## config.mk

```make
export PLATFORM = sky130hd
export DESIGN_NAME = fvpb_front
export DESIGN_NICKNAME = d
export VERILOG_FILES = /design/src/rtl/core/flow_vector_polar_binning_defines.svh /design/src/rtl/core/fvpb_pkg.sv /design/src/rtl/core/fvpb_front.sv
export SDC_FILE = /design/constraint.sdc
export NUM_CORES = 2
export LEC_CHECK = 0
export ABC_AREA = 1
export BUFFER_PORTS_ARGS = -buffer_cell sky130_fd_sc_hd__buf_4
export CAP_MARGIN = 10
export CORE_MARGIN = 2
export CORE_UTILIZATION = 55
export CTS_BUF_LIST = sky130_fd_sc_hd__clkbuf_2 sky130_fd_sc_hd__clkbuf_4 sky130_fd_sc_hd__clkbuf_8
export DETAILED_ROUTE_END_ITERATION = 16
export MAX_ROUTING_LAYER = met4
export PLACE_DENSITY_LB_ADDON = 0.3
export SYNTH_ARGS = -nofsm -noshare
export SYNTH_HDL_FRONTEND = slang
export SYNTH_SLANG_ARGS = --single-unit
```

## constraint.sdc

```tcl
create_clock -name clock -period 14.67 [get_ports clock]
set_clock_uncertainty 0.1 [all_clocks]
set_input_delay 0.7335 -clock clock [delete_from_list [all_inputs] [get_ports clock]]
set_output_delay 0.7335 -clock clock [all_outputs]
set_load 0.005 [all_outputs]
```

## src/rtl/core/flow_vector_polar_binning_defines.svh

```systemverilog
// Assertion macros used by the binning stages of the flow vector binning RTL.
`ifndef FLOW_VECTOR_POLAR_BINNING_DEFINES_SVH
`define FLOW_VECTOR_POLAR_BINNING_DEFINES_SVH

// same-cycle implication, sampled on clock, off during reset
`define FVPB_ASSERT_IMP(lbl, ante, cons) \
   lbl: assert property (@(posedge clock) disable iff (reset) (ante) |-> (cons)) \
      else $error("fvpb: implication check failed");

// next-cycle implication, sampled on clock, off during reset
`define FVPB_ASSERT_NXT(lbl, ante, cons) \
   lbl: assert property (@(posedge clock) disable iff (reset) (ante) |=> (cons)) \
      else $error("fvpb: next-cycle check failed");

`endif

```

## src/rtl/core/fvpb_pkg.sv

```systemverilog
// Package: widths, constants, types and tables of the flow vector binning block.
package fvpb_pkg;

   localparam int COORD_BITS = 12;
   localparam int FRAC_BITS  = 4;
   localparam int POS_W      = COORD_BITS + FRAC_BITS + 1;
   localparam int DELTA_W    = POS_W + 1;
   localparam int ABS_W      = POS_W;
   localparam int SQ_W       = 2 * ABS_W + 1;
   localparam int CNT_W      = 7;
   localparam int MA_W       = 9;
   localparam int BIN_W      = 6;
   localparam int MBSQ_W     = 2 * CNT_W - 1;
   localparam int LHS_W      = SQ_W + MBSQ_W;
   localparam int MAX_BINS   = 64;

   localparam int CORDIC_STEPS = 23;
   localparam int NORM_BIT     = 40;
   localparam int CW           = NORM_BIT + 4;
   localparam int ZW           = 25;
   localparam int MSB_W        = $clog2(ABS_W);
   localparam int SHIFT_W      = $clog2(NORM_BIT + 1);

   localparam int ANG_FRAC = 16;
   localparam int ANG_W    = 25;
   localparam int M_W      = CNT_W + ANG_W - ANG_FRAC;
   localparam int DEG_ONE  = 1 << ANG_FRAC;
   localparam int DEG45    = 45 * DEG_ONE;
   localparam int DEG90    = 90 * DEG_ONE;
   localparam int DEG360   = 360 * DEG_ONE;

   localparam int FRONT_STAGES = 4;
   localparam int BIN_STAGES   = BIN_W + 3;

   typedef enum logic [1:0] {
      REG_ORIENT_BINS = 2'd0,
      REG_MAG_BINS    = 2'd1,
      REG_MAX_ANGLE   = 2'd2
   } csr_reg_type;

   typedef struct packed {
      logic [CNT_W-1:0]  ob;
      logic [CNT_W-1:0]  mb;
      logic [MBSQ_W-1:0] mb_sq;
      logic [MA_W-1:0]   ma;
   } cfg_type;

   typedef struct packed {
      logic [COORD_BITS-1:0] px;
      logic [COORD_BITS-1:0] py;
      logic [1:0]            base;
      logic                  dy_zero;
      logic                  y_zero;
      logic                  y_eq;
      logic                  inv;
      logic [LHS_W-1:0]      lhs;
   } side_type;

   function automatic logic [CNT_W-1:0] clamp_bins(input logic [CNT_W-1:0] b);
      logic [CNT_W-1:0] r;
      r = b;
      if (b == '0) r = CNT_W'(1);
      else if (b > CNT_W'(MAX_BINS)) r = CNT_W'(MAX_BINS);
      return r;
   endfunction

   function automatic logic signed [ZW-1:0] atan_unit(input int i);
      logic signed [ZW-1:0] r;
      case (i)
         0: r = ZW'(2949120);
         1: r = ZW'(1740967);
         2: r = ZW'(919879);
         3: r = ZW'(466945);
         4: r = ZW'(234379);
         5: r = ZW'(117304);
         6: r = ZW'(58666);
         7: r = ZW'(29335);
         8: r = ZW'(14668);
         9: r = ZW'(7334);
         10: r = ZW'(3667);
         11: r = ZW'(1833);
         12: r = ZW'(917);
         13: r = ZW'(458);
         14: r = ZW'(229);
         15: r = ZW'(115);
         16: r = ZW'(57);
         17: r = ZW'(29);
         18: r = ZW'(14);
         19: r = ZW'(7);
         20: r = ZW'(4);
         21: r = ZW'(2);
         22: r = ZW'(1);
         default: r = '0;
      endcase
      return r;
   endfunction

endpackage

```

## src/rtl/core/fvpb_front.sv

```systemverilog
// Front stages: deltas, quadrant fold, squares, normalization and scaled length.
module fvpb_front (
   input  logic                                   clock,
   input  logic                                   reset,
   input  logic                                   in_valid,
   output logic                                   hold_out,
   input  logic [fvpb_pkg::COORD_BITS-1:0]        prev_x,
   input  logic [fvpb_pkg::COORD_BITS-1:0]        prev_y,
   input  logic signed [fvpb_pkg::POS_W-1:0]      next_x_q4,
   input  logic signed [fvpb_pkg::POS_W-1:0]      next_y_q4,
   input  fvpb_pkg::cfg_type                      cfg,
   output logic                                   out_valid,
   input  logic                                   hold_in,
   output logic signed [fvpb_pkg::CW-1:0]         out_x,
   output logic signed [fvpb_pkg::CW-1:0]         out_y,
   output fvpb_pkg::side_type                     out_side
);
   localparam int NS = fvpb_pkg::FRONT_STAGES;

   logic [NS-1:0] v_ff;
   logic [NS:0]   hold;

   logic [fvpb_pkg::DELTA_W-1:0] dx, dy, ndx, ndy;
   logic                         dxn, dxz, dxp, dyn, dyz, dyp;
   logic [1:0]                   base;

   logic [fvpb_pkg::COORD_BITS-1:0] px1_ff, py1_ff, px2_ff, py2_ff, px3_ff, py3_ff;
   logic [fvpb_pkg::ABS_W-1:0]      ax1_ff, ay1_ff;
   logic [1:0]                      base1_ff, base2_ff, base3_ff;
   logic                            dyz1_ff, dyz2_ff, dyz3_ff;

   logic [fvpb_pkg::ABS_W-1:0]      qx, qy;
   logic [fvpb_pkg::ABS_W-1:0]      p2_ff, q2_ff;
   logic [2*fvpb_pkg::ABS_W-1:0]    sqx2_ff, sqy2_ff;
   logic                            yz2_ff, yeq2_ff, inv2_ff, yz3_ff, yeq3_ff, inv3_ff;

   logic [fvpb_pkg::MSB_W-1:0]      msb;
   logic [fvpb_pkg::SHIFT_W-1:0]    sh;
   logic signed [fvpb_pkg::CW-1:0]  x3_ff, y3_ff, x4_ff, y4_ff;
   logic [fvpb_pkg::SQ_W-1:0]       s3_ff;
   fvpb_pkg::side_type              side4_ff;

   always_comb begin
      hold[NS] = hold_in;
      for (int i = NS - 1; i >= 0; i--) begin
         hold[i] = v_ff[i] && hold[i+1];
      end
   end

   assign hold_out  = hold[0];
   assign out_valid = v_ff[NS-1];

   always_ff @(posedge clock) begin
      if (reset) begin
         v_ff <= '0;
      end else begin
         if (!hold[0]) v_ff[0] <= in_valid;
         for (int i = 1; i < NS; i++) begin
            if (!hold[i]) v_ff[i] <= v_ff[i-1];
         end
      end
   end

   // stage 1: deltas and quadrant
   always_comb begin
      dx  = {next_x_q4[fvpb_pkg::POS_W-1], next_x_q4}
            - (fvpb_pkg::DELTA_W'(prev_x) << fvpb_pkg::FRAC_BITS);
      dy  = {next_y_q4[fvpb_pkg::POS_W-1], next_y_q4}
            - (fvpb_pkg::DELTA_W'(prev_y) << fvpb_pkg::FRAC_BITS);
      ndx = -dx;
      ndy = -dy;
      dxn = dx[fvpb_pkg::DELTA_W-1];
      dyn = dy[fvpb_pkg::DELTA_W-1];
      dxz = (dx == '0);
      dyz = (dy == '0);
      dxp = !dxn && !dxz;
      dyp = !dyn && !dyz;
      if (dxp && !dyn)      base = 2'd0;
      else if (!dxp && dyp) base = 2'd1;
      else if (dxn && !dyp) base = 2'd2;
      else                  base = 2'd3;
   end

   always_ff @(posedge clock) begin
      if (!hold[0]) begin
         px1_ff   <= prev_x;
         py1_ff   <= prev_y;
         ax1_ff   <= dxn ? ndx[fvpb_pkg::ABS_W-1:0] : dx[fvpb_pkg::ABS_W-1:0];
         ay1_ff   <= dyn ? ndy[fvpb_pkg::ABS_W-1:0] : dy[fvpb_pkg::ABS_W-1:0];
         base1_ff <= base;
         dyz1_ff  <= dyz;
      end
   end

   // stage 2: fold to ratio form, squares
   assign qx = base1_ff[0] ? ay1_ff : ax1_ff;
   assign qy = base1_ff[0] ? ax1_ff : ay1_ff;

   always_ff @(posedge clock) begin
      if (!hold[1]) begin
         px2_ff   <= px1_ff;
         py2_ff   <= py1_ff;
         base2_ff <= base1_ff;
         dyz2_ff  <= dyz1_ff;
         yz2_ff   <= (qy == '0);
         yeq2_ff  <= (qy == qx);
         inv2_ff  <= (qy > qx);
         p2_ff    <= (qy > qx) ? qx : qy;
         q2_ff    <= (qy > qx) ? qy : qx;
         sqx2_ff  <= (2*fvpb_pkg::ABS_W)'(ax1_ff) * (2*fvpb_pkg::ABS_W)'(ax1_ff);
         sqy2_ff  <= (2*fvpb_pkg::ABS_W)'(ay1_ff) * (2*fvpb_pkg::ABS_W)'(ay1_ff);
      end
   end

   // stage 3: normalize larger component to the CORDIC range, sum of squares
   always_comb begin
      msb = '0;
      for (int i = 0; i < fvpb_pkg::ABS_W; i++) begin
         if (q2_ff[i]) msb = fvpb_pkg::MSB_W'(i);
      end
      sh = fvpb_pkg::SHIFT_W'(fvpb_pkg::NORM_BIT) - fvpb_pkg::SHIFT_W'(msb);
   end

   always_ff @(posedge clock) begin
      if (!hold[2]) begin
         px3_ff   <= px2_ff;
         py3_ff   <= py2_ff;
         base3_ff <= base2_ff;
         dyz3_ff  <= dyz2_ff;
         yz3_ff   <= yz2_ff;
         yeq3_ff  <= yeq2_ff;
         inv3_ff  <= inv2_ff;
         x3_ff    <= fvpb_pkg::CW'(q2_ff) << sh;
         y3_ff    <= fvpb_pkg::CW'(p2_ff) << sh;
         s3_ff    <= fvpb_pkg::SQ_W'(sqx2_ff) + fvpb_pkg::SQ_W'(sqy2_ff);
      end
   end

   // stage 4: scale length by bin count squared
   always_ff @(posedge clock) begin
      if (!hold[3]) begin
         x4_ff            <= x3_ff;
         y4_ff            <= y3_ff;
         side4_ff.px      <= px3_ff;
         side4_ff.py      <= py3_ff;
         side4_ff.base    <= base3_ff;
         side4_ff.dy_zero <= dyz3_ff;
         side4_ff.y_zero  <= yz3_ff;
         side4_ff.y_eq    <= yeq3_ff;
         side4_ff.inv     <= inv3_ff;
         side4_ff.lhs     <= fvpb_pkg::LHS_W'(cfg.mb_sq) * fvpb_pkg::LHS_W'(s3_ff);
      end
   end

   assign out_x    = x4_ff;
   assign out_y    = y4_ff;
   assign out_side = side4_ff;

endmodule

```

---- After elaboration in Yosys (flattened, before gate mapping) ----
Index checks and enable logic that the tools add are counted.
storage, ports and cells
  register bits after elaboration ......... 516
  logic and storage cells ................. 98
operators by class
  add/sub/neg operators ................... 6
  multiply operators ...................... 3
  magnitude comparators ................... 1
  equality and inequality tests ........... 1
  shifts and indexed selects .............. 2
  multiplexer cells ....................... 24
  reductions and logical operators ........ 19
operator list
  operator               count
  $mux W17               6
  $shl A17 B6 Y44        2
  $mux W5                15
  $mul A17 B17 Y34       2
  $mul A13 B35 Y48       1
  $logic_not A18 Y1      2
  $sub A17 B17 Y18       2
  $add A34 B34 Y35       1
  $neg A17 Y17           2
  $eq A17 B17 Y1         1
  $gt A17 B17 Y1         1
  $logic_not A17 Y1      1
  $logic_and A1 B1 Y1    9
  $logic_not A1 Y1       6
  $sub A6 B5 Y6 const A  1
  $mux W1                3
  $reduce_or A2 Y1       1

---- Logic depth before layout (Yosys ltp) ----
  depth in word-level cells ............... 18
  depth in mapped cells ................... 32
  mapped depth without buffers ............ 30

---- Worst setup path before layout ----
Ideal clock, no wire load.
  path type ............................... input to register
  from .................................... input port hold_in
  to ...................................... register ax1_ff[0] (netlist name), enable pin
  setup time .............................. 0.415 ns
  data arrival time ....................... 11.827 ns
  slack ................................... 2.327 ns
  cell stages on the path ................. 7
  path buffers ............................ 0
  path through ............................ nand2_1 > nor2_1 > inv_1 > nor2_1 > inv_1 > nor2_1 > inv_1
on the way
  longest elaborated chain between the ends .. 4
ends and longest elaborated chain
  item                              line              source
  start: declaration                fvpb_front.sv:13  input logic hold_in,
  $logic_and A1 B1 Y1 (4 in a row)  fvpb_front.sv:46  hold[i] = v_ff[i] && hold[i+1];
  net hold_out                      fvpb_front.sv:6   output logic hold_out,
  end signal: assignment            fvpb_front.sv:88  ax1_ff <= dxn ? ndx[fvpb_pkg::ABS_W-1:0] : dx[fvpb_pkg::ABS_W-1:0];
  end: declaration                  fvpb_front.sv:28  logic [fvpb_pkg::ABS_W-1:0] ax1_ff, ay1_ff;
The timed path passes the listed nets, and every way through them passes these cells.
A chain may end at the register's enable or synchronous reset.

---- Worst setup path after layout ----
  from .................................... register ax1_ff[8] (netlist name)
  to ...................................... register sqx2_ff[28] (netlist name), data pin
on the way
  longest elaborated chain between the ends .. 1
ends and longest elaborated chain
  item                    line               source
  $mul A17 B17 Y34        fvpb_front.sv:110  sqx2_ff <= (2*fvpb_pkg::ABS_W)'(ax1_ff) * (2*fvpb_pkg::ABS_W)'(ax1_ff);
  end signal: assignment  fvpb_front.sv:110
  end: declaration        fvpb_front.sv:34   logic [2*fvpb_pkg::ABS_W-1:0] sqx2_ff, sqy2_ff;
Every way passes these cells.

==> results_dict.tcl <==
set metrics [dict create \
    grt_usage 0.267 \
    endpoint_kind "register" \
    wl_per_cell_um 17.0 \
    initial_utilization 0.554 \
    synth-edff-count 510 \
    post-route-util 0.602 \
    gp_congestion 0.943 \
    core_sq_mm 0.0966 \
    row_count 114 \
    setup_viol 0 \
    setup.worst_path.class "register to register" \
    die_x_um 316 \
    die_y_um 316 \
    holdPathStages 1 \
    dp_hpwl_um 96600 \
    arrival_ns 7.06 \
    vias 38679 \
    critPathMaxFanout 16 \
    grt_pass1_wl_um 205000 \
    synth_top_family_by_area "adder cells" \
    hold_viol 0 \
    r2r_cells 23 \
    grt_antenna_before_repair 3 \
    start_kind "register" \
    grt_max_degree 82 \
    synthArstFlopShare 0 \
    post_cts_resized 0 \
    io_pins 266 \
    yosysUniqueCellTypes 60 \
    root_buffer "clkbuf_8" \
    fmax_ghz 0.149 \
    final_common_cell "inv_1" \
    cts_tree "done" \
    clk_latency_ns 0.74 \
    synthMuxAreaShare 0 \
    fillers 8265 \
    holdPathEnd "py1_ff[7]$_DFFE_PN_" \
    cts_hold_buf 0 \
    overflow 0 \
    ys_seq_elements 514 \
    area_delta_synth_final_pct 8.56 \
    synth_compound_area_frac 0.0500 \
    avgSynthCellArea_sq_um 9.14 \
    htree_levels 3 \
    slew_violations 0 \
    yosys.area_share.xor_xnor 0.0348 \
    layout-drive-gt1-share 0.0712 \
    maxCapViolations 0 \
    min_path_type "input port to register" \
    min_from "prev_y[7]" \
    grt_pass1_vias 40409 \
    yosys_warnings 0 \
    synth-seq-area-share 0.288 \
    cts.clk_slew.worst_paths_ns 0.06 \
    clk_path_buf_depth 3 \
    r2r_end "sqx2_ff[28]$_DFFE_PN_" \
    period_share 0.458 \
    worst_pin_slew_ns 1.17 \
    synthSimpleGateAreaFrac 0.142 \
    routed_wl_um 125000 \
    setup_tns_ns 0 \
    ant_nets 0 \
    ys.flop_type "edfxtp_1" \
    timing.rr.start "ax1_ff[8]$_DFFE_PN_" \
    syn_inst 5860 \
    fin_nets 7243 \
    final_cell_mix "1460 x inv_1, 1282 x nand2_1, 746 x fa_1, 510 x edfxtp_1, 371 x ha_1" \
    die-area_sq_mm 0.0999 \
    synthAdderAreaFrac 0.366 \
    slew_headroom 0.218 \
    drtPass1Iterations 6 \
    clkSinkCount 514 \
    period_needed_ns 6.72 \
    drtIter0Drc 2954 \
    numCtsBuffers 87 \
    r2r_slack_ns 7.95 \
    synth_area_sq_mm 0.0535 \
    numPortBuffers 242 \
    post-route-drc-count 0 \
    crit_required_ns 15.01 \
    run_status "complete, no violations" \
    cts_setup_buffers 0 \
    grt_setup_unrepaired "no" \
    viasPerCell 5.24 \
]
==> worst max-delay path by stage <==
| stage | startpoint | to | slack (ns) | cells after the start |
|---|---|---|---|---|
| floorplan | hold_in | ax1_ff[0]$_DFFE_PN_ | 2.33 | 7 |
| global placement | ax1_ff[8]$_DFFE_PN_ | sqx2_ff[28]$_DFFE_PN_ | 7.96 | 23 |
| detailed placement | ax1_ff[8]$_DFFE_PN_ | sqx2_ff[28]$_DFFE_PN_ | 7.94 | 23 |
| CTS | ax1_ff[8]$_DFFE_PN_ | sqx2_ff[28]$_DFFE_PN_ | 7.92 | 23 |
| global route | ax1_ff[8]$_DFFE_PN_ | sqx2_ff[28]$_DFFE_PN_ | 7.57 | 23 |
| finish | ax1_ff[8]$_DFFE_PN_ | sqx2_ff[28]$_DFFE_PN_ | 7.95 | 23 |
==> cell families after synthesis <==
kind of cell / count (synthesis)
and+or+nand+nor: 1868
xor gates and xnor gates: 213
DFF: 514
adders and majority gates: 1117
other: 1
AOI/OAI and AO/OA: 469
buffers and inverters: 1678
==> cell usage after synthesis (9+ instances only) <==
cell / number / area share
xor2_1: 154 / 0.025
fa_1: 746 / 0.28
clkbuf_1: 108 / 0.0076
edfxtp_1: 510 / 0.29
o221ai_1: 9 / 0.0015
nor4_1: 9 / 0.0011
nand2_1: 1283 / 0.090
nand4_1: 27 / 0.0032
ha_1: 371 / 0.087
a31oi_1: 17 / 0.0020
buf_1: 51 / 0.0036
nor2_1: 202 / 0.014
o21ai_0: 125 / 0.012
a21o_1: 11 / 0.0015
xnor2_1: 59 / 0.0097
or2_2: 10 / 0.0012
nand3_1: 276 / 0.026
nor3_1: 43 / 0.0040
buf_4: 9 / 0.0013
buf_2: 35 / 0.0033
a21oi_1: 195 / 0.018
o21ai_1: 31 / 0.0029
o21bai_1: 10 / 0.0014
inv_1: 1463 / 0.10
o21a_1: 19 / 0.0027
==> per-stage QoR <==
stage / worst slack (ns) / instance area [sq um] / hold slack [ns] / cells
after CTS: 7.92 / 58100 / 0.0109 / 7370
after detailed placement: 7.94 / 56300 / 0.305 / 7214
after global placement: 7.96 / 56300 / 0.300 / 7214
after global routing: 7.57 / 58100 / 0.0316 / 7377
after floorplan: 2.33 / 53600 / 0.300 / 5876
final: 7.95 / 58100 / 0.0775 / 7377
==> area by class of cell <==
type | count | area, sq um | share of cell area
well taps | 1276 | 1600 | 0.0275
clock inverters | 49 | 412 | 0.00708
diodes | 6 | 15.0 | 0.000258
multi-input cells | 3684 | 31800 | 0.547
inverters | 1468 | 5520 | 0.0950
flip-flops and latches | 514 | 15400 | 0.265
clock buffers | 107 | 1350 | 0.0233
repair buffers | 273 | 2050 | 0.0352
==> registers in the layout, indices dropped and copies added (netlist names), 4 cells and up <==
signal / cells
q2_ff: 17
out_x: 44
out_y: 44
out_side: 78
px2_ff: 12
px3_ff: 12
ax1_ff: 17
py1_ff: 12
px1_ff: 12
x3_ff: 44
v_ff: 4
py2_ff: 12
p2_ff: 17
ay1_ff: 17
sqy2_ff: 33
sqx2_ff: 33
py3_ff: 12
y3_ff: 44
s3_ff: 35
==> critical path, stage by stage, from the launching register on <==
cell and delay [ns]:
edfxtp_1 0.61, buf_4 0.34, nand2_1 0.12, fa_1 0.60
inv_1 0.07, fa_1 0.50, inv_1 0.06, fa_1 0.54
inv_1 0.05, fa_1 0.45, fa_1 0.49, inv_1 0.05
fa_1 0.47, inv_1 0.04, ha_1 0.34, a21oi_1 0.23
o21ai_0 0.12, a21oi_1 0.36, o21ai_1 0.17, a21boi_1 0.28
o21bai_1 0.15, nand2_1 0.07, nand2_1 0.06, xor2_1 0.17
==> routing by layer <==
layer,global-route usage,part of all wire,up-vias,wire (um)
met5,-,0,-,0
met4,0.0766,0.027,0,3410
met3,0.0483,0.079,223,9880
met2,0.440,0.49,1403,61000
met1,0.340,0.41,18813,50800
li1,-,-,18240,-
Power is not shown: default switching activity piles up to over one toggle a cycle in this logic, so the estimate is an artifact.
