`src/rtl/core/flow_vector_polar_binning_defines.svh`:
```
// Assertion macros used by the binning stages of the flow vector binning RTL.
`ifndef FLOW_VECTOR_POLAR_BINNING_DEFINES_SVH
`define FLOW_VECTOR_POLAR_BINNING_DEFINES_SVH

// same-cycle implication, sampled on clock, off during reset
`define FVPB_ASSERT_IMP(lbl, ante, cons) \
   lbl: assert property (@(posedge clock) disable iff (reset) (ante) |-> (cons)) \
      else $error("fvpb: implication check failed");

// next-cycle implication, sampled on clock, off during reset
`define FVPB_ASSERT_NXT(lbl, ante, cons) \
   lbl: assert property (@(posedge clock) disable iff (reset) (ante) |=> (cons)) \
      else $error("fvpb: next-cycle check failed");

`endif

```
`src/rtl/core/fvpb_pkg.sv`:
```
// Package: widths, constants, types and tables of the flow vector binning block.
package fvpb_pkg;

   localparam int COORD_BITS = 12;
   localparam int FRAC_BITS  = 4;
   localparam int POS_W      = COORD_BITS + FRAC_BITS + 1;
   localparam int DELTA_W    = POS_W + 1;
   localparam int ABS_W      = POS_W;
   localparam int SQ_W       = 2 * ABS_W + 1;
   localparam int CNT_W      = 7;
   localparam int MA_W       = 9;
   localparam int BIN_W      = 6;
   localparam int MBSQ_W     = 2 * CNT_W - 1;
   localparam int LHS_W      = SQ_W + MBSQ_W;
   localparam int MAX_BINS   = 64;

   localparam int CORDIC_STEPS = 23;
   localparam int NORM_BIT     = 40;
   localparam int CW           = NORM_BIT + 4;
   localparam int ZW           = 25;
   localparam int MSB_W        = $clog2(ABS_W);
   localparam int SHIFT_W      = $clog2(NORM_BIT + 1);

   localparam int ANG_FRAC = 16;
   localparam int ANG_W    = 25;
   localparam int M_W      = CNT_W + ANG_W - ANG_FRAC;
   localparam int DEG_ONE  = 1 << ANG_FRAC;
   localparam int DEG45    = 45 * DEG_ONE;
   localparam int DEG90    = 90 * DEG_ONE;
   localparam int DEG360   = 360 * DEG_ONE;

   localparam int FRONT_STAGES = 4;
   localparam int BIN_STAGES   = BIN_W + 3;

   typedef enum logic [1:0] {
      REG_ORIENT_BINS = 2'd0,
      REG_MAG_BINS    = 2'd1,
      REG_MAX_ANGLE   = 2'd2
   } csr_reg_type;

   typedef struct packed {
      logic [CNT_W-1:0]  ob;
      logic [CNT_W-1:0]  mb;
      logic [MBSQ_W-1:0] mb_sq;
      logic [MA_W-1:0]   ma;
   } cfg_type;

   typedef struct packed {
      logic [COORD_BITS-1:0] px;
      logic [COORD_BITS-1:0] py;
      logic [1:0]            base;
      logic                  dy_zero;
      logic                  y_zero;
      logic                  y_eq;
      logic                  inv;
      logic [LHS_W-1:0]      lhs;
   } side_type;

   function automatic logic [CNT_W-1:0] clamp_bins(input logic [CNT_W-1:0] b);
      logic [CNT_W-1:0] r;
      r = b;
      if (b == '0) r = CNT_W'(1);
      else if (b > CNT_W'(MAX_BINS)) r = CNT_W'(MAX_BINS);
      return r;
   endfunction

   function automatic logic signed [ZW-1:0] atan_unit(input int i);
      logic signed [ZW-1:0] r;
      case (i)
         0: r = ZW'(2949120);
         1: r = ZW'(1740967);
         2: r = ZW'(919879);
         3: r = ZW'(466945);
         4: r = ZW'(234379);
         5: r = ZW'(117304);
         6: r = ZW'(58666);
         7: r = ZW'(29335);
         8: r = ZW'(14668);
         9: r = ZW'(7334);
         10: r = ZW'(3667);
         11: r = ZW'(1833);
         12: r = ZW'(917);
         13: r = ZW'(458);
         14: r = ZW'(229);
         15: r = ZW'(115);
         16: r = ZW'(57);
         17: r = ZW'(29);
         18: r = ZW'(14);
         19: r = ZW'(7);
         20: r = ZW'(4);
         21: r = ZW'(2);
         22: r = ZW'(1);
         default: r = '0;
      endcase
      return r;
   endfunction

endpackage

```
`src/rtl/core/fvpb_bins.sv`:
```
// Back stages: full-turn angle, orientation divide and magnitude bin search.
`include "flow_vector_polar_binning_defines.svh"

module fvpb_bins (
   input  logic                                clock,
   input  logic                                reset,
   input  logic                                in_valid,
   output logic                                hold_out,
   input  logic signed [fvpb_pkg::ZW-1:0]      in_z,
   input  fvpb_pkg::side_type                  in_side,
   input  fvpb_pkg::cfg_type                   cfg,
   output logic                                out_valid,
   input  logic                                hold_in,
   output logic [fvpb_pkg::COORD_BITS-1:0]     out_cell_x,
   output logic [fvpb_pkg::COORD_BITS-1:0]     out_cell_y,
   output logic [fvpb_pkg::BIN_W-1:0]          out_orientation_bin,
   output logic [fvpb_pkg::BIN_W-1:0]          out_magnitude_bin
);
   localparam int NS = fvpb_pkg::BIN_STAGES;
   localparam int BW = fvpb_pkg::BIN_W;
   localparam int AW = fvpb_pkg::ANG_W;
   localparam int PW = fvpb_pkg::CNT_W + fvpb_pkg::ANG_W;

   typedef struct packed {
      logic [fvpb_pkg::COORD_BITS-1:0] px;
      logic [fvpb_pkg::COORD_BITS-1:0] py;
      logic                            dy_zero;
      logic [fvpb_pkg::LHS_W-1:0]      lhs;
   } bside_type;

   logic [NS-1:0] v_ff;
   logic [NS:0]   hold;

   logic signed [fvpb_pkg::ZW-1:0] zc;
   logic [AW-1:0]                  a;
   logic [AW:0]                    tot;
   logic [AW-1:0]                  ang0_ff;
   bside_type                      bs0_ff, bs1_ff;
   logic [PW-1:0]                  prod;
   logic [fvpb_pkg::M_W-1:0]       m1_ff;

   logic [fvpb_pkg::M_W-1:0] rem_ff [BW];
   logic [BW-1:0]            quo_ff [BW];
   logic                     ovf_ff [BW];
   logic [BW-1:0]            k_ff   [BW];
   bside_type                bs_ff  [BW];

   logic [BW-1:0]                   qf;
   logic [fvpb_pkg::CNT_W-1:0]      lim;
   logic [fvpb_pkg::COORD_BITS-1:0] cx_ff, cy_ff;
   logic [BW-1:0]                   ob_ff, mbin_ff;

   always_comb begin
      hold[NS] = hold_in;
      for (int i = NS - 1; i >= 0; i--) begin
         hold[i] = v_ff[i] && hold[i+1];
      end
   end

   assign hold_out  = hold[0];
   assign out_valid = v_ff[NS-1];

   always_ff @(posedge clock) begin
      if (reset) begin
         v_ff <= '0;
      end else begin
         if (!hold[0]) v_ff[0] <= in_valid;
         for (int i = 1; i < NS; i++) begin
            if (!hold[i]) v_ff[i] <= v_ff[i-1];
         end
      end
   end

   // stage 0: place the partial angle in its quadrant
   always_comb begin
      zc = in_z;
      if (in_z < 0) zc = '0;
      else if (in_z > fvpb_pkg::ZW'(fvpb_pkg::DEG45)) zc = fvpb_pkg::ZW'(fvpb_pkg::DEG45);
      if (in_side.y_zero)     a = '0;
      else if (in_side.y_eq)  a = AW'(fvpb_pkg::DEG45);
      else if (in_side.inv)   a = AW'(fvpb_pkg::DEG90) - AW'(zc);
      else                    a = AW'(zc);
      tot = (AW+1)'(a) + (AW+1)'(in_side.base) * (AW+1)'(fvpb_pkg::DEG90);
      if (tot > (AW+1)'(fvpb_pkg::DEG360 - 1)) tot = (AW+1)'(fvpb_pkg::DEG360 - 1);
   end

   always_ff @(posedge clock) begin
      if (!hold[0]) begin
         ang0_ff        <= tot[AW-1:0];
         bs0_ff.px      <= in_side.px;
         bs0_ff.py      <= in_side.py;
         bs0_ff.dy_zero <= in_side.dy_zero;
         bs0_ff.lhs     <= in_side.lhs;
      end
   end

   // stage 1: scale angle by bin count, drop the degree fraction
   assign prod = PW'(cfg.ob) * PW'(ang0_ff);

   always_ff @(posedge clock) begin
      if (!hold[1]) begin
         m1_ff  <= prod[PW-1:fvpb_pkg::ANG_FRAC];
         bs1_ff <= bs0_ff;
      end
   end

   // one quotient bit and one magnitude bit per stage
   for (genvar j = 0; j < BW; j++) begin : g_div
      localparam int B = BW - 1 - j;
      logic [fvpb_pkg::M_W-1:0]   rem_i, trial;
      logic [BW-1:0]              quo_i, k_i, c;
      logic                       ovf_i, fit;
      logic [2*BW-1:0]            cc;
      logic [fvpb_pkg::LHS_W-1:0] t;
      bside_type                  bs_i;

      if (j == 0) begin : g_first
         assign rem_i = m1_ff;
         assign quo_i = '0;
         assign ovf_i = (m1_ff >= (fvpb_pkg::M_W'(cfg.ma) << BW));
         assign k_i   = '0;
         assign bs_i  = bs1_ff;
      end else begin : g_next
         assign rem_i = rem_ff[j-1];
         assign quo_i = quo_ff[j-1];
         assign ovf_i = ovf_ff[j-1];
         assign k_i   = k_ff[j-1];
         assign bs_i  = bs_ff[j-1];
      end

      assign trial = fvpb_pkg::M_W'(cfg.ma) << B;
      assign c     = k_i | (BW'(1) << B);
      assign cc    = (2*BW)'(c) * (2*BW)'(c);
      assign t     = (fvpb_pkg::LHS_W'(cc) * fvpb_pkg::LHS_W'(9)) << (2*fvpb_pkg::FRAC_BITS);
      assign fit   = ({1'b0, c} <= (cfg.mb - fvpb_pkg::CNT_W'(1))) && (t <= bs_i.lhs);

      always_ff @(posedge clock) begin
         if (!hold[j+2]) begin
            ovf_ff[j] <= ovf_i;
            bs_ff[j]  <= bs_i;
            k_ff[j]   <= fit ? c : k_i;
            if (rem_i >= trial) begin
               rem_ff[j] <= rem_i - trial;
               quo_ff[j] <= quo_i | (BW'(1) << B);
            end else begin
               rem_ff[j] <= rem_i;
               quo_ff[j] <= quo_i;
            end
         end
      end
   end

   // output stage: orientation bin zero when the vertical delta is zero, else saturate to last bin
   always_comb begin
      qf  = ovf_ff[BW-1] ? '1 : quo_ff[BW-1];
      lim = cfg.ob - fvpb_pkg::CNT_W'(1);
   end

   always_ff @(posedge clock) begin
      if (!hold[NS-1]) begin
         cx_ff   <= bs_ff[BW-1].px;
         cy_ff   <= bs_ff[BW-1].py;
         mbin_ff <= k_ff[BW-1];
         if (bs_ff[BW-1].dy_zero)     ob_ff <= '0;
         else if ({1'b0, qf} > lim)   ob_ff <= lim[BW-1:0];
         else                         ob_ff <= qf;
      end
   end

   assign out_cell_x          = cx_ff;
   assign out_cell_y          = cy_ff;
   assign out_orientation_bin = ob_ff;
   assign out_magnitude_bin   = mbin_ff;

   `FVPB_ASSERT_IMP(a_orient_in_range, out_valid, ({1'b0, ob_ff} < cfg.ob))
   `FVPB_ASSERT_IMP(a_mag_in_range, out_valid, ({1'b0, mbin_ff} < cfg.mb))
   `FVPB_ASSERT_IMP(a_div_remainder, (v_ff[BW+1] && !ovf_ff[BW-1]), (rem_ff[BW-1] < fvpb_pkg::M_W'(cfg.ma)))
   `FVPB_ASSERT_NXT(a_entry_loaded, (in_valid && !hold[0]), v_ff[0])

endmodule

```
`config.mk`:
```
export PLATFORM = sky130hd
export DESIGN_NAME = fvpb_bins
export DESIGN_NICKNAME = d
export VERILOG_FILES = /design/src/rtl/core/fvpb_pkg.sv /design/src/rtl/core/fvpb_bins.sv
export VERILOG_INCLUDE_DIRS = /design/src /design/src/rtl/core
export SDC_FILE = /design/constraint.sdc
export NUM_CORES = 2
export LEC_CHECK = 0
export ABC_CLOCK_PERIOD_IN_PS = 7600
export BUFFER_PORTS_ARGS = -buffer_cell sky130_fd_sc_hd__buf_2
export CAP_MARGIN = 20
export CORE_ASPECT_RATIO = 0.8
export CORE_MARGIN = 8
export CORE_UTILIZATION = 55
export CTS_BUF_LIST = sky130_fd_sc_hd__clkbuf_8 sky130_fd_sc_hd__clkbuf_16
export DETAILED_ROUTE_END_ITERATION = 7
export HOLD_SLACK_MARGIN = 0.02
export PLACE_DENSITY = 0.76
export SLEW_MARGIN = 20
export SYNTH_ARGS = -nofsm -noshare
export SYNTH_HDL_FRONTEND = slang
export SYNTH_SLANG_ARGS = --single-unit
```
`constraint.sdc`:
```
create_clock -name clock -period 7.6 [get_ports clock]
set_clock_uncertainty 0.15 [all_clocks]
set_input_delay 1.9 -clock clock [delete_from_list [all_inputs] [get_ports clock]]
set_output_delay 1.9 -clock clock [all_outputs]
set_load 0.005 [all_outputs]
```
# After elaboration in Yosys (flattened, before gate mapping)
# Memory sizes are Yosys's and may differ from the RTL's. A register that Yosys moved wholly into a read port is not among the register bits.
# Cells that the tools add are included.
# word_totals
ram_bits	612
in_bits	143
mem_bits_ro	0
regBits	226
latch_bits	0
memories	5
# classes
n_mul	12
bitwise_logic	12
add_sub_neg	10
order_cmp	23
n_mux	67
n_div	0
n_reduce_logical	16
shifts	0
eq_ne	0
# memory_table
memory	words	word_bits	rd	rd_ports_with_merged_regs	write_ports	line_no	text
bs_ff	6	73	6	0	6	fvpb_bins.sv:46	bside_type bs_ff [BW];
rem_ff	6	16	5	0	6	fvpb_bins.sv:42	logic [fvpb_pkg::M_W-1:0] rem_ff [BW];
k_ff	6	6	6	1	6	fvpb_bins.sv:45	logic [BW-1:0] k_ff [BW];
quo_ff	6	6	6	0	6	fvpb_bins.sv:43	logic [BW-1:0] quo_ff [BW];
ovf_ff	6	1	6	0	6	fvpb_bins.sv:44	logic ovf_ff [BW];
# ops
operator	n
<= comparator 24 x 48 -> 1 bit	5
2-to-1 mux 25 bit	5
2-to-1 mux 16 bit	6
multiplier 12 x 4 -> 16 bit (second input constant)	5
multiplier 6 x 6 -> 12 bit	5
2-to-1 mux 6 bit	9
<= comparator 22 x 48 -> 1 bit (first input constant)	1
2-to-1 mux 1 bit	43
<= comparator 6 x 7 -> 1 bit	5
multiplier 7 x 25 -> 32 bit	1
adder 25 x 25 -> 26 bit	1
greater-than comparator 26 x 25 -> 1 bit (second input constant)	1
greater-than comparator 25 x 23 -> 1 bit (second input constant)	1
< comparator 25 x 1 -> 1 bit (second input constant)	1
subtractor 24 x 25 -> 25 bit (first input constant)	1
greater-or-equal comparator 16 x 10 -> 1 bit	1
greater-or-equal comparator 16 x 11 -> 1 bit	1
greater-or-equal comparator 16 x 12 -> 1 bit	1
greater-or-equal comparator 16 x 13 -> 1 bit	1
greater-or-equal comparator 16 x 14 -> 1 bit	1
greater-or-equal comparator 16 x 15 -> 1 bit	1
greater-or-equal comparator 16 x 9 -> 1 bit	1
subtractor 16 x 10 -> 16 bit	1
subtractor 16 x 11 -> 16 bit	1
15 further kinds	41

# Longest topological paths before layout
# logic_depth
depth_word	10
ltp_mapped	29
ltp_nobuf	29

# Worst setup path before layout
# No wires, ideal clock.
# synth_timing
path_kind	input -> output
start	input port hold_in
end	output port hold_out
arrival_time_ns	5.748
required_time_ns	5.550
path_stages	8
slack_ns	-0.198
cell_sequence	and3_1 clkbuf_1 and3_1 and3_1 and2_0 clkbuf_1 nand3_1 inv_1
# synth_via
elab_chain_cells	9
# synth_lines
element	line_no	text
from (decl)	fvpb_bins.sv:13	input logic hold_in,
logical AND 1 bit (9 in a row)	fvpb_bins.sv:56	hold[i] = v_ff[i] && hold[i+1];
to (decl)	fvpb_bins.sv:8	output logic hold_out,
# Every way passes these cells.

# Worst setup path after layout
# layout_timing
start	input port in_z[2] in the netlist's numbering
end	register ang0_ff[3] (data pin)
# layout_via
elab_chain_cells	9
# layout_lines
element	line_no	text
from (decl)	fvpb_bins.sv:9	input logic signed [fvpb_pkg::ZW-1:0] in_z,
greater-than comparator 25 x 23 -> 1 bit	fvpb_bins.sv:78	else if (in_z > fvpb_pkg::ZW'(fvpb_pkg::DEG45)) zc = fvpb_pkg::ZW'(fvpb_pkg::DEG45);
2-to-1 mux 25 bit	fvpb_bins.sv:78	
2-to-1 mux 25 bit (*)	fvpb_bins.sv:77	if (in_z < 0) zc = '0;
subtractor 24 x 25 -> 25 bit	fvpb_bins.sv:81	else if (in_side.inv) a = AW'(fvpb_pkg::DEG90) - AW'(zc);
2-to-1 mux 25 bit (*)	fvpb_bins.sv:81	
2-to-1 mux 25 bit (*)	fvpb_bins.sv:80	else if (in_side.y_eq) a = AW'(fvpb_pkg::DEG45);
2-to-1 mux 25 bit (*)	fvpb_bins.sv:79	if (in_side.y_zero) a = '0;
adder 25 x 25 -> 26 bit (*)	fvpb_bins.sv:83	tot = (AW+1)'(a) + (AW+1)'(in_side.base) * (AW+1)'(fvpb_pkg::DEG90);
greater-than comparator 26 x 25 -> 1 bit	fvpb_bins.sv:84	if (tot > (AW+1)'(fvpb_pkg::DEG360 - 1)) tot = (AW+1)'(fvpb_pkg::DEG360 - 1);
to (signal assigned)	fvpb_bins.sv:89	ang0_ff <= tot[AW-1:0];
to (decl)	fvpb_bins.sv:37	logic [AW-1:0] ang0_ff;
# Mark *: on every way between the ends. The rest lies on a longest branch, timed or not.
# A chain may end at the register's enable or synchronous reset.

==> qor.yml <==
status:
  status: "finished clean"
synthesis:
  mappedNetlistArea_um2: 37000
  synth_compound_gate_area_share_pct: 6.43
  post_synth_xor_xnor_area_pct: 3.17
  synth-seq-area-share_pct: 60.6
  synth-edff-count: 741
  cell_variety_after_synth: 77
  ys_ff_latch: 750
  netlist.area_leader.share_pct: 60.1
  synth_mux_area_share_pct: 0.571
  synth_top_family_by_area: "adder cells"
  synthArstFlopShare_pct: 0
  syn_avg_cell_area_um2: 13.7
  synthMostInstantiatedCell: "edfxtp_1"
  synth_adder_area_share_pct: 16.5
  syn-instance-count: 2697
  synth_commonest_cells: "edfxtp_1, inv_1, ha_1"
  synth.area.top_cells: "edfxtp_1, ha_1, fa_1"
  synthDominantAreaCellType: "edfxtp_1"
  synthSimpleGateAreaFrac_pct: 9.26
  ys_dominant_reg_cell: "edfxtp_1"
  yosysWarningCount: 0
detailed_routing:
  drt_first_iter_violations: 1616
  finalWirelength_um: 74000
  first_pass_iters: 7
  route.detailed.drc: 0
  vias: 21600
  route.antenna.remaining_nets: 0
  wl_per_cell_um: 19.2
  route.detailed.vias_per_inst: 5.61
clock_network:
  cts_hold_buf: 0
  total_cts_buffers: 75
  cts.sinks: 750
  clkLatencyLatePin_ps: 630
  cts_root_buffer: "clkbuf_16"
  clk_pin_slew_worst_paths_ps: 60
  clockBufferDepth: 3
  h-tree-depth: 3
  post_cts_resized: 0
  post_cts.repair.setup_buffers: 0
  tritoncts: "yes"
grt:
  gr-usage-met1_pct: 25.2
  track_usage_pct: 19.3
  number_of_antenna_violations_at_the_first_check_in_global_routing: 3
  global_route_wire_length_before_repair_um: 117000
  first_global_vias: 22500
  grt_util_met3_pct: 3.56
  final_global_route_overflow_total: 0
  gr-max-usage-layer: "met2"
  groute.layer.met2.usage_pct: 33.0
  grt_max_degree: 80
setup_path:
  crit_path_max_fanout: 24
  worstPathArrival_ps: 7250
  critPathCaptureType: "register"
  worstSetupStartpointType: "primary input"
  setup.reg_to_reg.worst_slack_ps: 670
  worstSetupPathType: "primary input to register"
  worstPathRequired_ps: 7800
die:
  coreArea_um2: 66900
  dieWidth_um: 306
  die_area_um2: 75900
  floorplan.initialDensity_pct: 55.3
  placementRows: 85
  die_height_um: 248
  pin_count: 181
timing:
  grt_setup_unrepaired: "false"
  timing.final.hold_violations: 0
  min_period_over_period_pct: 92.6
  max_freq_mhz: 142
  layout_setup_ws_ps: 559
  timing_max_transition_violations_final: 0
  setup_violations: 0
  tightestPinTransition_ps: 1050
  finalWorstPathRequiredPeriod_ps: 7040
  slew-limit-headroom_pct: 30.2
layout:
  regArea_um2: 22400
  fraction_of_final_layout_cells_with_drive_strength_greater_than_1_pct: 11.7
  syn_to_final_growth_pct: 11.9
  area_occupied_by_multi_input_gates_um2: 13400
  postLayoutCellArea_um2: 41400
  number_of_filler_instances_in_the_final_layout: 4781
  number_of_antenna_repair_diodes: 0
  nNetsFinal: 3473
pwr:
  vdd_ir_drop_max_uv: 566
  power_per_cell_area_nw_per_um2: 438
  power.static_leakage_nw: 17.4
placement:
  gp_congestion: 0.896
  detailed_place.area_um2: 39000
  io_buffer_count: 167
  place_ws_ps: -9.68
  hpwlAfterDp_um: 53500
worst_hold_path:
  min-delay-path-class: "register to register"
run:
  maxCapViolCount: 0
-- critical path: stages --
cell and delay (ps):
buf_2 130, or4_4 580, nor4b_4 270, nand3_2 150
o41a_1 490, nor2_8 120, nand2_1 80, ha_1 220
nand4_1 120, nand3_1 110, xor2_1 170, a21oi_1 150
nor2_1 70, or2_2 290, fa_1 440, nor2b_1 120
o21ai_0 100, a21boi_0 300, o21ai_0 150, a21boi_0 370
o22ai_1 190, a211oi_2 250, buf_4 280, o21ai_0 160
-- power by group --
group / internal [mW] / total [mW] / switching (mW)
sequential: 5.37 / 5.73 / 0.362
combinational: 4.04 / 8.75 / 4.71
clock: 2.06 / 3.64 / 1.57
total: 11.5 / 18.1 / 6.65
-- worst paths after layout --
kind | start | endpoint | depth (start not counted)
worst max register to register | k_ff[4][2] | k_ff[5][0] | 22
worst min-delay path | bs0_ff[8] | bs1_ff[8] | 0
worst max-delay path | in_z[2] | ang0_ff[3] | 24
worst min register to register | bs0_ff[8] | bs1_ff[8] | 0
-- layer usage --
layer,wire [µm],vias to the layer above
li1,-,10200
met2,36100,692
met3,4070,144
met1,31800,10600
met5,47,-
met4,1950,6
-- registers in the layout (all words and copies together) (netlist names) --
| name | count |
|---|---|
| k_ff | 21 |
| out_magnitude_bin | 6 |
| bs_ff | 390 |
| bs1_ff | 73 |
| rem_ff | 80 |
| quo_ff | 21 |
| v_ff | 9 |
| ovf_ff | 6 |
| out_orientation_bin | 6 |
| ang0_ff | 25 |
| out_cell_x | 12 |
| g_div.rem_i | 16 |
| bs0_ff | 73 |
| out_cell_y | 12 |
-- logic make-up (layout without fill, tap and decap cells) --
kind of cell,after synthesis,after routing
other,1,2
buffers and inverters,330,613
and+or+nand+nor,677,677
xor gates and xnor gates,134,134
AOI/OAI and AO/OA,375,375
muxes,20,20
adders and majority gates,410,410
DFF,750,750
-- cells in the final DEF, fill, tap and decap left out, types with 8 or more instances in the layout --
| cell | n |
|---|---|
| mux2_2 | 9 |
| ha_1 | 278 |
| a21o_1 | 53 |
| a211oi_1 | 9 |
| or2_2 | 13 |
| nor3_1 | 35 |
| buf_4 | 26 |
| nand3_1 | 20 |
| mux2i_1 | 11 |
| edfxtp_1 | 741 |
| buf_2 | 167 |
| nor4_1 | 53 |
| fa_1 | 132 |
| nor3b_1 | 8 |
| a21boi_0 | 11 |
| nor2_1 | 106 |
| clkinv_2 | 11 |
| xor2_1 | 53 |
| clkinv_1 | 21 |
| nand2_1 | 243 |
| inv_1 | 288 |
| nand2b_1 | 19 |
| nand4_1 | 36 |
| o21bai_1 | 11 |
| and3_1 | 11 |
| o31ai_1 | 13 |
| dfxtp_1 | 9 |
| clkbuf_16 | 76 |
| o21ai_0 | 96 |
| and2_1 | 54 |
| o21a_1 | 18 |
| nor2b_1 | 26 |
| xnor2_1 | 81 |
| a21oi_1 | 107 |
-- layout make-up --
| class | instances | area share (%) |
|---|---|---|
| repair buffers | 193 | 2.49 |
| multi-input cells | 1618 | 32.3 |
| well taps | 870 | 2.63 |
| inverters | 282 | 2.56 |
| clock buffers | 77 | 4.63 |
| clock inverters | 61 | 1.28 |
| flip-flops and latches | 750 | 54.2 |
-- through the flow --
| step | std cells | hold WS, ps | utilization (%) | TNS, ps | total power [mW] |
|---|---|---|---|---|---|
| after detailed placement | 3713 | 255 | 58.2 | -14.7 | 14.5 |
| after floorplan | 2698 | 250 | - | 0 | 12.5 |
| final | 3851 | 259 | 61.9 | 0 | 18.1 |
| after CTS | 3851 | 261 | 61.9 | 0 | 18.2 |
| after global placement | 3713 | 250 | 58.2 | 0 | 14.0 |
| after global routing | 3851 | 265 | 61.9 | 0 | 19.6 |
Power figures use the tool's default switching activity.
